===== config.mk =====
export PLATFORM = sky130hd
export DESIGN_NAME = mxh_cfg_regs
export DESIGN_NICKNAME = d
export VERILOG_FILES = /design/src/rtl/core/mxh_pkg.sv /design/src/rtl/core/mxh_cfg_regs.sv
export SDC_FILE = /design/constraint.sdc
export NUM_CORES = 1
export LEC_CHECK = 0
export ABC_CLOCK_PERIOD_IN_PS = 1800
export BUFFER_PORTS_ARGS = -buffer_cell sky130_fd_sc_hd__buf_4
export CELL_PAD_IN_SITES_DETAIL_PLACEMENT = 2
export CELL_PAD_IN_SITES_GLOBAL_PLACEMENT = 2
export CORE_UTILIZATION = 29
export CTS_CLUSTER_SIZE = 24
export DETAILED_ROUTE_END_ITERATION = 7
export PLACE_DENSITY = 0.83
export SLEW_MARGIN = 5
export SYNTH_ARGS = -nofsm -noshare
export SYNTH_HDL_FRONTEND = slang
export SYNTH_SLANG_ARGS = --single-unit

===== constraint.sdc =====
create_clock -name clk -period 1.8 [get_ports clk]
set_input_delay 0.18 -clock clk [delete_from_list [all_inputs] [get_ports clk]]
set_output_delay 0.18 -clock clk [all_outputs]
set_load 0.1 [all_outputs]

===== src/rtl/core/mxh_pkg.sv =====
// Package for the multiply-xor string hash block.
// Holds shared widths, command and register codes, structs and the rotate helper.
// Depends on nothing.
package mxh_pkg;

  localparam int WORD_W   = 64;
  localparam int HALF_W   = 32;
  localparam int PROD_W   = 128;
  localparam int ROT_W    = 6;
  localparam int BYTE_W   = 8;
  localparam int ADDR_W   = 5;

  localparam logic       CMD_BYTE   = 1'b0;
  localparam logic       CMD_FINISH = 1'b1;

  localparam logic [1:0] REG_ROTATE = 2'd0;
  localparam logic [1:0] REG_ADDEND = 2'd1;
  localparam logic [1:0] REG_BASIS  = 2'd2;
  localparam logic [1:0] REG_SEED   = 2'd3;

  localparam logic [ROT_W-1:0] ROTATE_RESET = 6'd1;

  typedef struct packed {
    logic [ROT_W-1:0]  rotate_amount;
    logic [WORD_W-1:0] mix_addend;
    logic [WORD_W-1:0] mix_basis;
    logic [WORD_W-1:0] hash_seed;
  } mxh_cfg_t;

  typedef struct packed {
    logic              start;
    logic [WORD_W-1:0] a;
    logic [WORD_W-1:0] b;
  } mxh_mix_req_t;

  typedef struct packed {
    logic              busy;
    logic              done;
    logic [WORD_W-1:0] result;
  } mxh_mix_rsp_t;

  // Right rotate; a distance of zero leaves the word unchanged.
  function automatic logic [WORD_W-1:0] rot_right(input logic [WORD_W-1:0] v,
                                                  input logic [ROT_W-1:0] r);
    logic [2*WORD_W-1:0] dbl;
    dbl = {v, v} >> r;
    return dbl[WORD_W-1:0];
  endfunction

endpackage


===== src/rtl/core/mxh_cfg_regs.sv =====
// APB-style configuration registers of the hash block.
// Depends on mxh_pkg for register codes and the configuration struct.
module mxh_cfg_regs (
  input  logic                               clk,
  input  logic                               rst_n,
  input  logic                               psel,
  input  logic                               penable,
  input  logic                               pwrite,
  input  logic [mxh_pkg::ADDR_W-1:0]         paddr,
  input  logic [mxh_pkg::WORD_W-1:0]         pwdata,
  output logic [mxh_pkg::WORD_W-1:0]         prdata,
  output logic                               pready,
  output mxh_pkg::mxh_cfg_t                  cfg
);

  localparam int ADDR_HI = mxh_pkg::ADDR_W - 1;

  mxh_pkg::mxh_cfg_t cfg_r;
  mxh_pkg::mxh_cfg_t cfg_nxt;
  logic [1:0]        reg_sel;
  logic              wr_en;

  assign pready  = 1'b1;
  assign reg_sel = paddr[ADDR_HI:3];
  assign wr_en   = psel & penable & pwrite;
  assign cfg     = cfg_r;

  always_comb begin
    cfg_nxt = cfg_r;
    if (wr_en) begin
      case (reg_sel)
        mxh_pkg::REG_ROTATE: cfg_nxt.rotate_amount = pwdata[mxh_pkg::ROT_W-1:0];
        mxh_pkg::REG_ADDEND: cfg_nxt.mix_addend    = pwdata;
        mxh_pkg::REG_BASIS:  cfg_nxt.mix_basis     = pwdata;
        mxh_pkg::REG_SEED:   cfg_nxt.hash_seed     = pwdata;
        default:             cfg_nxt = cfg_r;
      endcase
    end
  end

  always_comb begin
    case (reg_sel)
      mxh_pkg::REG_ROTATE: prdata = {{(mxh_pkg::WORD_W-mxh_pkg::ROT_W){1'b0}},
                                     cfg_r.rotate_amount};
      mxh_pkg::REG_ADDEND: prdata = cfg_r.mix_addend;
      mxh_pkg::REG_BASIS:  prdata = cfg_r.mix_basis;
      mxh_pkg::REG_SEED:   prdata = cfg_r.hash_seed;
      default:             prdata = '0;
    endcase
  end

  always_ff @(posedge clk) begin
    if (!rst_n) begin
      cfg_r.rotate_amount <= mxh_pkg::ROTATE_RESET;
      cfg_r.mix_addend    <= '0;
      cfg_r.mix_basis     <= '0;
      cfg_r.hash_seed     <= '0;
    end else begin
      cfg_r <= cfg_nxt;
    end
  end

endmodule


# Word level (Yosys, flattened, before mapping)
# Index checks and enable logic that the tools add are counted.
# op_classes
n_eq_ne	3
n_mux	1
bitwise	2
n_reduce_logical	5
# ops
operator	count
one-hot mux 64 bit (4 select lines)	1
AND reduction 2 bit	4
== test 2 bit, second input constant	2
AND 1 bit	2
== test 2 x 1 -> 1 bit, second input constant	1
logical NOT 2 bit	1
# totals
regBits	198
out_inout_bits	263
wordCells	15

# Logic depth before layout (Yosys ltp)
# depth
depth_word	3
depth_mapped	7
mapped_depth_nobuf	3

# Worst setup path before layout
# Ideal clock, no wire load.
# synth_timing
kind	register to output
from	register cfg_r (netlist bit cfg[10])
to	output prdata[10] (netlist bit)
arrival_ps	1986
required_time_ps	1620
path_slack_ps	-366
stages_incl_launch_ff	3
path_buffers	0
cell_sequence	dfxtp_1 mux2_2 a22o_1
# synth_between
elab_chain_len	1
# synth_lines
item	line_no	text
start, declared	mxh_cfg_regs.sv:18	mxh_pkg::mxh_cfg_t cfg_r;
start signal, assigned	mxh_cfg_regs.sv:59	cfg_r <= cfg_nxt;
one-hot mux 64 bit (4 select lines)	mxh_cfg_regs.sv:42	case (reg_sel)
end, declared	mxh_cfg_regs.sv:11	output logic [mxh_pkg::WORD_W-1:0] prdata,
# Every way passes these cells.

# Worst setup path in the final report
# layout_timing
from	register cfg_r (netlist bit cfg[5])
to	output prdata[5] (netlist bit)
# Same word-level chain as after synthesis.

==> impl_metrics.toml <==
[pwr]
swShare_pct = 30.2
p_seq_share_pct = 46.9
p_sw_mw = 2.89
power_mw = 9.57
p_per_area_mw_per_mm2 = 762
intPower_mw = 6.68
p_leak_nw = 5.78
p_clk_share_pct = 38.9
combPwrFrac_pct = 14.2
ir_drop_mv = 0.524

[floorplan]
start_util_pct = 29.4
rows = 63
die_x_um = 175
core_area_mm2 = 0.0296
die_y_um = 175
die_area_mm2 = 0.0307
io_pins = 337

[synthesis]
syn_inst = 863
synth-seq-cells = 198
synth_nets = 937
synth_edf_count = 0
synth.avg_cell_area_um2 = 10.1
yosys_warnings = 0
synth_seq_area_share_pct = 45.5
synth_area_mm2 = 0.00870
synth-async-reset-ratio_pct = 0
synthFlopType = "dfxtp_1"
synth_cell_types = 22

[setup_path]
crit_path_top_delay_cell = "mux4_2"
startpoint = "cfg[5]"
r2r_end = "cfg[149]"
cp-end-kind = "primary output"
rr_worst_depth = 2
r2r_start = "cfg[149]"
path_class = "reg2out"
critPathArrivalTime_ns = 1.49
cp_top_family = "multiplexers"
critPathMaxStageDelay_ns = 0.47
path_cells = "mux4_2, buf_4"
crit_end = "prdata[5]"
startpoint_type = "flip-flop"
cp_data_required_time_ns = 1.62
crit_buf_inv = 1
cp_num_cells = 2
reg2reg_slack_ns = 1.12
cp_max_fo = 3

[detailed_routing]
vias_per_cell = 4.83
vias = 7604
drcViolationCount = 0
drtIter0Drc = 242
routed_wl_um = 32100
dr.pass1.iters = 4
wl_per_cell_um = 20.4
antenna_left = 0

[sta]
rsz0062_at_grt = "no"
finalSetupTns_ns = 0
fmax_mhz = 600
skew_ns = 0
report.final.slew_viol_count = 0
setup_viol = 0
hold_viol = 0
layout_setup_ws_ns = 0.134
finalCriticalPeriod_ns = 1.67
finalCritPeriodShare_pct = 92.6

[layout]
nets = 1246
n_antenna_cell = 0
stdcell_area_mm2 = 0.0126
fill_cells = 3225
drive_above_1_share_pct = 55.4
syn2layout_area_growth_pct = 44.2
largest_reg_flops = 198
utilization_pct = 42.5

[clock_network]
clock-sinks = 198
cts.clk_slew.worst_paths_ns = 0.08
clockRootBuffer = "clkbuf_16"
clk_latency_ns = 0.42
cts_hold_buf = 0
cts_buffers = 17
htreeDepth = 4
ctsResizeCount = 0
tritoncts = "yes"
post-cts-setup-buffers = 0
ctsLongestPathBuffers = 2

[grt]
grt_pass1_wl_um = 49100
grtUsageTotal_pct = 20.7
grt_pass1_vias = 8430
antenna_found_initial = 0
grt_max_degree = 89
grt.overflow.total = 0

[place]
dpl_cell_area_mm2 = 0.0120
pre_cts_slack_ns = 0.0785
routabilityCongestion = 0.727
io_buffers = 332
dp_hpwl_um = 23500

[run]
maxCapViolCount = 0

[run_status]
status = "finished clean"

[hold_path]
hold_class = "in2reg"
-- routing by layer --
| layer | track usage, % | vias up | wire [um] |
|---|---|---|---|
| li1 | - | 3587 | - |
| met1 | 23.4 | 3796 | 13200 |
| met2 | 37.9 | 192 | 16600 |
| met3 | 5.06 | 29 | 1630 |
| met4 | 6.45 | 0 | 684 |
| met5 | 0 | - | 0 |
-- power by group through the flow --
| stage | Clock [mW] | Sequential [mW] | Combinational, mW |
|---|---|---|---|
| 2_1_floorplan | 0 | 4.99 | 0.527 |
| 3_3_place_gp | 0 | 4.59 | 1.35 |
| 3_5_place_dp | 0 | 4.59 | 1.37 |
| 4_1_cts | 3.86 | 4.49 | 1.37 |
| 5_1_grt | 4.02 | 4.50 | 1.42 |
| 6_report | 3.72 | 4.49 | 1.36 |
-- synthesized netlist by cell type (2+ instances only) --
library cell  count  area (um^2)
mux2_1            3         33.8
mux2_2           55          619
buf_6            13          146
clkbuf_1         32          120
buf_4             8         60.1
dfxtp_1         198         3960
buf_2            16         80.1
mux2i_1         197         1970
nand3_1           2         10.0
a22o_1           58          508
nand2_1         261          980
buf_1             5         18.8
mux4_2            6          135
-- per-stage QoR --
stage | std cells | hold WS [ns]
2_1_floorplan | 863 | 0.345
3_3_place_gp | 1543 | 0.446
3_5_place_dp | 1543 | 0.460
4_1_cts | 1573 | 0.0240
5_1_grt | 1573 | 0.0368
6_report | 1573 | 0.0456
-- logic make-up after synthesis --
family	share of synthesized area, %
DFF	45.5
AOI/OAI and AO/OA	6.01
buffers and inverters	4.93
muxes	31.7
and+or+nand+nor	11.8
other	0.0431
-- area by class of cell --
type	count	area (um^2)	share of cell area [%]
clock buffers	18	439	3.50
clock inverters	12	114	0.907
repair buffers	364	2960	23.6
multi-input cells	590	4410	35.1
flip-flops and latches	198	4140	32.9
well taps	390	488	3.89
inverters	1	3.75	0.0299
-- worst min-delay path, delay by kind of cell --
kind / cells / cell delay [ns]
AO/OA/AOI/OAI: 1 / 0.08
buffers and inverters: 2 / 0.15
-- worst min-delay path by stage --
stage | startpoint | end | depth (start not counted) | slack [ns]
2_1_floorplan | pwdata[0] | cfg[192] | 2 | 0.34
3_3_place_gp | cfg[71] | cfg[71] | 2 | 0.45
3_5_place_dp | cfg[80] | cfg[80] | 2 | 0.46
4_1_cts | pwdata[0] | cfg[192] | 3 | 0.02
5_1_grt | pwdata[0] | cfg[192] | 3 | 0.04
6_report | pwdata[0] | cfg[192] | 3 | 0.05
-- cells in the final DEF (no fill, tap or decap), drive strengths merged --
master    instances
o211ai            1
nand3             2
conb              1
or3               1
mux2             58
inv               7
nor3b             1
dfxtp           198
buf             363
nand2           261
clkinvlp          1
mux2i           197
mux4              6
and2              1
clkinv            5
a22o             58
clkbuf           19
and3              1
nor2b             1
o31ai             1
No activity file was read; power rests on OpenSTA's default activity.
