## src/rtl/core/mxh_pkg.sv

```systemverilog
// Package for the multiply-xor string hash block.
// Holds shared widths, command and register codes, structs and the rotate helper.
// Depends on nothing.
package mxh_pkg;

  localparam int WORD_W   = 64;
  localparam int HALF_W   = 32;
  localparam int PROD_W   = 128;
  localparam int ROT_W    = 6;
  localparam int BYTE_W   = 8;
  localparam int ADDR_W   = 5;

  localparam logic       CMD_BYTE   = 1'b0;
  localparam logic       CMD_FINISH = 1'b1;

  localparam logic [1:0] REG_ROTATE = 2'd0;
  localparam logic [1:0] REG_ADDEND = 2'd1;
  localparam logic [1:0] REG_BASIS  = 2'd2;
  localparam logic [1:0] REG_SEED   = 2'd3;

  localparam logic [ROT_W-1:0] ROTATE_RESET = 6'd1;

  typedef struct packed {
    logic [ROT_W-1:0]  rotate_amount;
    logic [WORD_W-1:0] mix_addend;
    logic [WORD_W-1:0] mix_basis;
    logic [WORD_W-1:0] hash_seed;
  } mxh_cfg_t;

  typedef struct packed {
    logic              start;
    logic [WORD_W-1:0] a;
    logic [WORD_W-1:0] b;
  } mxh_mix_req_t;

  typedef struct packed {
    logic              busy;
    logic              done;
    logic [WORD_W-1:0] result;
  } mxh_mix_rsp_t;

  // Right rotate; a distance of zero leaves the word unchanged.
  function automatic logic [WORD_W-1:0] rot_right(input logic [WORD_W-1:0] v,
                                                  input logic [ROT_W-1:0] r);
    logic [2*WORD_W-1:0] dbl;
    dbl = {v, v} >> r;
    return dbl[WORD_W-1:0];
  endfunction

endpackage

```

## src/rtl/core/mxh_mix_unit.sv

```systemverilog
// Shared mix unit: pre-rotate step, then a 64x64 product built from four
// 32x32 partial products over successive cycles, then the final fold.
// Depends on mxh_pkg for widths, structs and the rotate helper.
module mxh_mix_unit (
  input  logic                  clk,
  input  logic                  rst_n,
  input  mxh_pkg::mxh_cfg_t     cfg,
  input  mxh_pkg::mxh_mix_req_t req,
  output mxh_pkg::mxh_mix_rsp_t rsp
);

  localparam int W = mxh_pkg::WORD_W;
  localparam int H = mxh_pkg::HALF_W;
  localparam logic [2:0] STEP_PRE  = 3'd0;
  localparam logic [2:0] STEP_LAST = 3'd6;

  logic                       busy_r, busy_nxt;
  logic                       done_r, done_nxt;
  logic [2:0]                 step_r, step_nxt;
  logic [W-1:0]               a_r, a_nxt;
  logic [W-1:0]               b_r, b_nxt;
  logic [mxh_pkg::PROD_W-1:0] acc_r, acc_nxt;
  logic [W-1:0]               pp_r, pp_nxt;
  logic [1:0]                 pp_idx_r, pp_idx_nxt;
  logic [W-1:0]               result_r, result_nxt;

  logic [1:0]                 mul_idx;
  logic [H-1:0]               op_x, op_y;
  logic [6:0]                 pp_shift;
  logic [mxh_pkg::PROD_W-1:0] pp_ext;

  assign mul_idx = step_r[1:0] - 2'd1;
  assign op_x    = mul_idx[1] ? a_r[W-1:H] : a_r[H-1:0];
  assign op_y    = mul_idx[0] ? b_r[W-1:H] : b_r[H-1:0];

  always_comb begin
    case (pp_idx_r)
      2'd0:    pp_shift = 7'd0;
      2'd3:    pp_shift = 7'd64;
      default: pp_shift = 7'd32;
    endcase
  end

  assign pp_ext = {{W{1'b0}}, pp_r} << pp_shift;

  always_comb begin
    busy_nxt   = busy_r;
    done_nxt   = 1'b0;
    step_nxt   = step_r;
    a_nxt      = a_r;
    b_nxt      = b_r;
    acc_nxt    = acc_r;
    pp_nxt     = pp_r;
    pp_idx_nxt = pp_idx_r;
    result_nxt = result_r;
    if (!busy_r) begin
      if (req.start) begin
        busy_nxt = 1'b1;
        step_nxt = STEP_PRE;
        a_nxt    = req.a;
        b_nxt    = req.b;
        acc_nxt  = '0;
      end
    end else begin
      step_nxt = step_r + 3'd1;
      if (step_r == STEP_PRE) begin
        a_nxt = a_r ^ mxh_pkg::rot_right(a_r + b_r, cfg.rotate_amount);
      end else if (step_r == STEP_LAST) begin
        result_nxt = (b_r + acc_r[mxh_pkg::PROD_W-1:W] + cfg.mix_addend) ^ acc_r[W-1:0];
        done_nxt   = 1'b1;
        busy_nxt   = 1'b0;
      end else begin
        // Steps one to four issue a partial product; steps two to five add
        // the one registered in the cycle before.
        if (step_r <= 3'd4) begin
          pp_nxt     = op_x * op_y;
          pp_idx_nxt = mul_idx;
        end
        if (step_r >= 3'd2) begin
          acc_nxt = acc_r + pp_ext;
        end
      end
    end
  end

  always_ff @(posedge clk) begin
    if (!rst_n) begin
      busy_r <= 1'b0;
      done_r <= 1'b0;
      step_r <= STEP_PRE;
    end else begin
      busy_r <= busy_nxt;
      done_r <= done_nxt;
      step_r <= step_nxt;
    end
  end

  always_ff @(posedge clk) begin
    a_r      <= a_nxt;
    b_r      <= b_nxt;
    acc_r    <= acc_nxt;
    pp_r     <= pp_nxt;
    pp_idx_r <= pp_idx_nxt;
    result_r <= result_nxt;
  end

  assign rsp.busy   = busy_r;
  assign rsp.done   = done_r;
  assign rsp.result = result_r;

  a_done_after_last: assert property (@(posedge clk) disable iff (!rst_n)
    (busy_r && step_r == STEP_LAST) |=> (done_r && !busy_r))
    else $error("mix unit did not finish after its last step");

  a_done_not_busy: assert property (@(posedge clk) disable iff (!rst_n)
    done_r |-> !busy_r)
    else $error("mix unit reports done while still busy");

  a_start_latches: assert property (@(posedge clk) disable iff (!rst_n)
    (!busy_r && req.start) |=> (busy_r && step_r == STEP_PRE))
    else $error("mix unit ignored a start request");

endmodule

```

## config.mk

```make
export PLATFORM = sky130hd
export DESIGN_NAME = mxh_mix_unit
export DESIGN_NICKNAME = d
export VERILOG_FILES = /design/src/rtl/core/mxh_pkg.sv /design/src/rtl/core/mxh_mix_unit.sv
export SDC_FILE = /design/constraint.sdc
export NUM_CORES = 2
export LEC_CHECK = 0
export BUFFER_PORTS_ARGS = -buffer_cell sky130_fd_sc_hd__buf_2
export CAP_MARGIN = 10
export CORE_MARGIN = 8
export CORE_UTILIZATION = 40
export DETAILED_ROUTE_END_ITERATION = 12
export PLACE_DENSITY_LB_ADDON = 0.2
export SLEW_MARGIN = 0
export SYNTH_ARGS = -nofsm -noshare
export SYNTH_HDL_FRONTEND = slang
export SYNTH_SLANG_ARGS = --single-unit
```

## constraint.sdc

```tcl
create_clock -name clk -period 13.9 [get_ports clk]
set_input_delay 2.78 -clock clk [delete_from_list [all_inputs] [get_ports clk]]
set_output_delay 2.78 -clock clk [all_outputs]
set_load 0.03 [all_outputs]
```

* Word level (Yosys, flattened, before mapping)
Index checks and enable logic that the tools add are counted.
** Word-level totals
- Register bits :: 391
- Input port bits :: 329
- Output and inout bits :: 66
- Logic and storage cells :: 59
** Cells by class
- Add/subtract/negate cells :: 6
- Multipliers :: 1
- $lt $le $gt $ge :: 2
- Equal/unequal tests :: 6
- Shifts and indexed selects :: 2
- Muxes and demuxes :: 18
- Bitwise gates (word level) :: 6
- Reduce and logical (&&, ||, !) cells :: 9
** Operators with widths (number)
- two-way mux 128 bit :: 5
- adder 64 bit :: 3
- two-way mux 64 bit :: 3
- adder 128 bit :: 1
- left shift 64 x 7 -> 128 bit :: 1
- >> shifter 128 x 6 -> 64 bit :: 1
- bitwise XOR 64 bit :: 2
- multiplier 32 x 32 -> 64 bit :: 1
- two-way mux 32 bit :: 2
- one-hot mux 7 bit (2 select lines) :: 1
- AND reduction 4 bit :: 2
- two-way mux 3 bit :: 2
- two-way mux 1 bit :: 5
- != test 2 x 1 -> 1 bit, second input constant :: 2
- != test 2 bit, second input constant :: 2
- NOT 1 bit :: 4
- AND reduction 2 bit :: 2
- adder 3 x 1 -> 3 bit, second input constant :: 1
- equality test 3 bit, second input constant :: 1
- greater-or-equal comparator 3 x 2 -> 1 bit, second input constant :: 1
- <= comparator 3 bit, second input constant :: 1
- zero test 3 bit :: 1
- AND reduction 3 bit :: 1
- OR reduction 3 bit :: 1
- 4 further kinds :: 4

* Depth between registers and ports, before layout
- Depth after elaboration :: 8
- Depth in mapped cells :: 38
- Gate-level depth less buffers :: 32

* Least setup slack after synthesis
Ideal clock, no wire load.
- Path type :: register to register
- From :: register step_r[0]
- To :: register pp_r[62] (data pin)
- Library setup time :: 0.258 ns
- Arrival time :: 10.372 ns
- Data required time :: 13.642 ns
- Setup slack :: 3.270 ns
- Stages on the path, launching flop included :: 37
- Buffers on the path :: 7
- Clock period less this slack :: 10.630 ns
- Path through :: dfxtp_1 -> clkbuf_1 -> buf_1 -> clkbuf_1 -> inv_1 -> ha_1 -> clkbuf_1 -> buf_1 -> mux2i_1 -> clkbuf_1 -> nor2_1 -> fa_1 -> inv_1 -> fa_1 -> inv_1 -> fa_1 -> fa_1 -> fa_1 -> fa_1 -> fa_1 -> inv_1 -> fa_1 -> inv_1 -> ha_1 -> clkbuf_1 -> nand2_1 -> nor2_1 -> nand4_1 -> or4_1 -> a21oi_1 -> nor4_1 -> o31ai_1 -> a21oi_1 -> a311oi_1 -> a211o_1 -> a31oi_1 -> xnor2_1
** Between the ends
- Longest elaborated chain between the ends :: 3
- Elaborated cells on any way between the ends :: 4
- Those cells by class :: add/sub (1); mul (1); mux (2)
** RTL lines
- start, declared :: RTL line mxh_mix_unit.sv:19 : logic [2:0] step_r, step_nxt;
- start signal, assigned :: RTL line mxh_mix_unit.sv:94 : step_r <= step_nxt;
- subtractor 2 x 1 -> 2 bit :: RTL line mxh_mix_unit.sv:32 : assign mul_idx = step_r[1:0] - 2'd1;
- named net mul_idx[0] :: RTL line mxh_mix_unit.sv:27 : logic [1:0] mul_idx;
- two-way mux 32 bit :: RTL line mxh_mix_unit.sv:34 : assign op_y = mul_idx[0] ? b_r[W-1:H] : b_r[H-1:0];
- multiplier 32 x 32 -> 64 bit :: RTL line mxh_mix_unit.sv:76 : pp_nxt = op_x * op_y;
- end signal, assigned :: RTL line mxh_mix_unit.sv:102 : pp_r <= pp_nxt;
- end, declared :: RTL line mxh_mix_unit.sv:23 : logic [W-1:0] pp_r, pp_nxt;
The timed path passes the listed nets, and every way through them passes these cells.
A chain may end at the register's enable or synchronous reset.

* Worst setup path after layout
- From :: register step_r[1]
- To :: register pp_r[62] (data pin)
** Between the ends
- Longest elaborated chain between the ends :: 3
** RTL lines
- subtractor 2 x 1 -> 2 bit :: RTL line mxh_mix_unit.sv:32
- two-way mux 32 bit :: RTL line mxh_mix_unit.sv:33 : assign op_x = mul_idx[1] ? a_r[W-1:H] : a_r[H-1:0];
- multiplier 32 x 32 -> 64 bit :: RTL line mxh_mix_unit.sv:76
Every way passes these cells.

==> out/results.tsv <==
stage	metric	value	unit
run_status	status	finished, final reports clean	
worst_setup_path	Worst setup SP type	flop	
global_routing	antenna violations before repair	31	
route	ANT nets after route	0	
flow_run	max-cap violations	0	
sta	relative slew slack	5.434	%
worst_setup_path	Arrival @ worst endpoint	11650	ps
synthesis	sequential-to-total area share from yosys stat	16.03	%
finish	area grow syn2layout	8.188	%
clock_tree	CTS sink count	391	
route	metal3 WL	32370	um
route	met2 WL post-DR	150900	um
synthesis	Ys Warns	0	
worst_setup_path	Critical Path RT	14350	ps
synthesis	Seq cells post-synth	391	
die	Chip Width	443.1	um
finish	nets@finish	10110	
synthesis	Post-Syn Area	72950	sq um
global_routing	largest net degree at the start of global routing	129	
route	Final Routed Wirelength	355800	um
worst_setup_path	Worst setup EP type	flop	
sta	worst-margin pin slew	1404	ps
sta	Hold Violations, Final	0	
worst_setup_path	Critical Path Fanout Max	53	
worst_setup_path	Critical Path Most Common Cell	fa_1	
place	hpwl dp	288900	um
synthesis	number of distinct library cells after synthesis	105	
worst_setup_path	FF-to-FF setup slack	2710	ps
synthesis	Mapped Nets	10070	
route	met1 wire length	151000	um
hold_path	worst hold start	step_r[0]	
global_routing	global-route wire length before repair	497900	um
clock_tree	number of hold buffers added after cts	0	
route	iteration count of the initial detailed-routing pass	6	
hold_path	hold depth	1	
global_routing	All-Layer GR Usage	35.22	%
route	wire per inst	33.19	um
hold_path	Hold Crit Class	reg2reg	
finish	layout cell share with drive strength beyond 1	9.667	%
sta	final period utilization	80.53	%
hold_path	Hold EP	pp_idx_r[0]	
die	Die Ht	443.1	um
sta	minimum clock period	11190	ps
clock_tree	clock slew at reported path FFs	60	ps
worst_setup_path	Critical-path top delay cell	mux2i_4	
clock_tree	TritonCTS buffer count	54	
clock_tree	worst skew pair latency	740	ps
route	DR top layer	met5	
synthesis	Syn Area/Cell	8.834	sq um
route	# DRC	0	
clock_tree	Post-CTS Setup Repair Bufs	0	
place	port buffer count	266	
synthesis	Mapped Cells	8258	
synthesis	FFs w/ async S/R, synth	0	%
route	DRT iter0 DRCs	6879	
clock_tree	CTS tree	done	
clock_tree	maximum clock path buffer count	3	
die	Core Box Area	180900	sq um
synthesis	Synth Flop Type	edfxtp_1	
clock_tree	htree depth	2	
sta	RSZ-0062 raised after global routing	false	
global_routing	total gr overflow	0	
die	I/O pins	395	
worst_setup_path	R2R Path Start	step_r[1]	
worst_setup_path	Reg2Reg Capture Point	pp_r[62]	
worst_setup_path	Worst Setup Path Type	reg2reg	
global_routing	vias in the first global route	65610	
route	Vias/cell	6.164	
die	Starting Density	40.32	%
sta	fmax	0.08933	GHz
worst_setup_path	Worst path max stage delay	1070	ps
die	cell row count	156	
worst_setup_path	Reg2Reg Depth	29	
synthesis	Post-synth EDFFs	386	
die	Die Footprint	196300	sq um
clock_tree	post_cts resized	0	
clock_tree	clk root buf	clkbuf_16	
route	vias	66080	
place	routability cong.	1.021	
sta	Setup-failing EPs final	0	
sta	pins over their slew limit	0	
sta	worst clock skew	51.25	ps
sta	Setup TNS	0	ps
registers in the layout (all words and copies together) (netlist names):
name      count
pp_r         64
a_r          64
result_r     64
b_r          64
busy_r        1
pp_idx_r      2
acc_r       128
step_r        3
done_r        1
metal layers:
metal | up-vias | track usage, %
li1 | 28310 | -
met1 | 33920 | 47.79
met2 | 3220 | 52.81
met3 | 619 | 8.313
met4 | 12 | 17.21
met5 | - | 0
worst max-delay path by stage:
| stage | slack [ps] | depth (start not counted) | startpoint | endpoint |
|---|---|---|---|---|
| detailed placement | 2840 | 29 | step_r[1] | pp_r[62] |
| global placement | 2820 | 29 | step_r[0] | pp_r[62] |
| finish | 2710 | 29 | step_r[1] | pp_r[62] |
| global route | 2220 | 30 | step_r[1] | pp_r[60] |
| floorplan | 3270 | 36 | step_r[0] | pp_r[62] |
| CTS | 2780 | 29 | step_r[1] | pp_r[62] |
cell type report:
cell class	instances	area, sq um
antenna	13	32.53
tap	2370	2965
inverter	931	3497
clock buffer	69	1449
fill	17950	102000
sequential	391	11700
multi-input combinational	6488	56370
timing repair buffer	429	2571
clock inverter	30	336.6
kinds of logic after synthesis:
| logic type | share of synthesized area [%] |
|---|---|
| xor+xnor | 4.550 |
| mux | 5.437 |
| buf+inv | 7.241 |
| simple gates | 15.77 |
| compound gates | 15.67 |
| fa+ha+maj | 35.30 |
| flops | 16.03 |
critical path, delay by kind of cell (launching register included):
| kind | cells | cell delay, ps |
|---|---|---|
| adders and majority gates | 10 | 4950 |
| AOI/OAI and AO/OA | 11 | 2790 |
| muxes | 1 | 1070 |
| buffers and inverters | 4 | 950 |
| and+or+nand+nor | 2 | 610 |
| DFF | 1 | 350 |
| xor gates and xnor gates | 1 | 80 |
synth_stat cells (19+ instances only):
cell type,instances,area [sq um]
a22o_1,36,315.3
clkbuf_1,362,1359
o22ai_1,22,137.6
nand4_1,130,813.3
o31ai_1,29,217.7
nor4_1,50,312.8
xor2_1,139,1217
ha_1,519,6494
o21ai_0,267,1336
and4_1,23,201.4
a21oi_1,472,2362
a211oi_1,63,473.0
a221o_1,22,220.2
inv_1,927,3480
buf_1,40,150.1
edfxtp_1,386,11590
o21bai_1,54,405.4
nor2_1,1110,4167
a21boi_0,27,202.7
or3_1,39,244.0
nand2b_1,48,300.3
and2_1,71,444.2
mux4_2,40,900.9
nand3_1,98,490.5
buf_2,37,185.2
nor2b_1,63,394.1
o21ai_1,27,135.1
fa_1,962,19260
a31oi_1,35,219.0
nor3_1,88,440.4
o211ai_1,53,397.9
a221oi_1,26,227.7
mux2i_1,184,1842
a211o_1,27,236.5
o21a_1,68,510.5
mux2_2,105,1182
or2_2,22,137.6
a21o_1,232,1742
xnor2_1,240,2102
and3_1,41,256.5
nand2_1,747,2804
or4_1,21,157.7
a2111oi_0,19,166.4
placed cells by master, fill, tap and decap left out, types with 27 or more instances in the layout:
cell type / n
a211o_1: 27
a211oi_1: 63
a21o_1: 232
a21oi_1: 471
a22o_1: 36
a31oi_1: 35
and2_1: 71
and3_1: 40
buf_2: 266
buf_4: 161
clkbuf_16: 55
edfxtp_1: 386
fa_1: 962
ha_1: 517
inv_1: 923
mux2_2: 105
mux2i_1: 129
mux2i_2: 45
mux4_2: 40
nand2_1: 747
nand2b_1: 48
nand3_1: 98
nand4_1: 130
nor2_1: 1109
nor2b_1: 60
nor3_1: 86
nor4_1: 49
o211ai_1: 53
o21a_1: 68
o21ai_0: 267
o21ai_1: 27
o21bai_1: 53
o31ai_1: 29
or3_1: 39
xnor2_1: 240
xor2_1: 139
metrics by stage:
step | util (%) | std cells | worst slack [ps] | hold slack [ps] | instance area [sq um]
2_1_floorplan | - | 8258 | 3270 | 576.6 | 72950
3_3_place_gp | 42.61 | 10610 | 2821 | 605.9 | 77090
6_report | 43.62 | 10720 | 2706 | 627.4 | 78920
3_5_place_dp | 42.61 | 10610 | 2835 | 615.3 | 77090
4_1_cts | 43.59 | 10710 | 2777 | 623.3 | 78880
5_1_grt | 43.60 | 10710 | 2215 | 638.6 | 78890
Power is not shown: default switching activity piles up to over one toggle a cycle in this logic, so the estimate is an artifact.
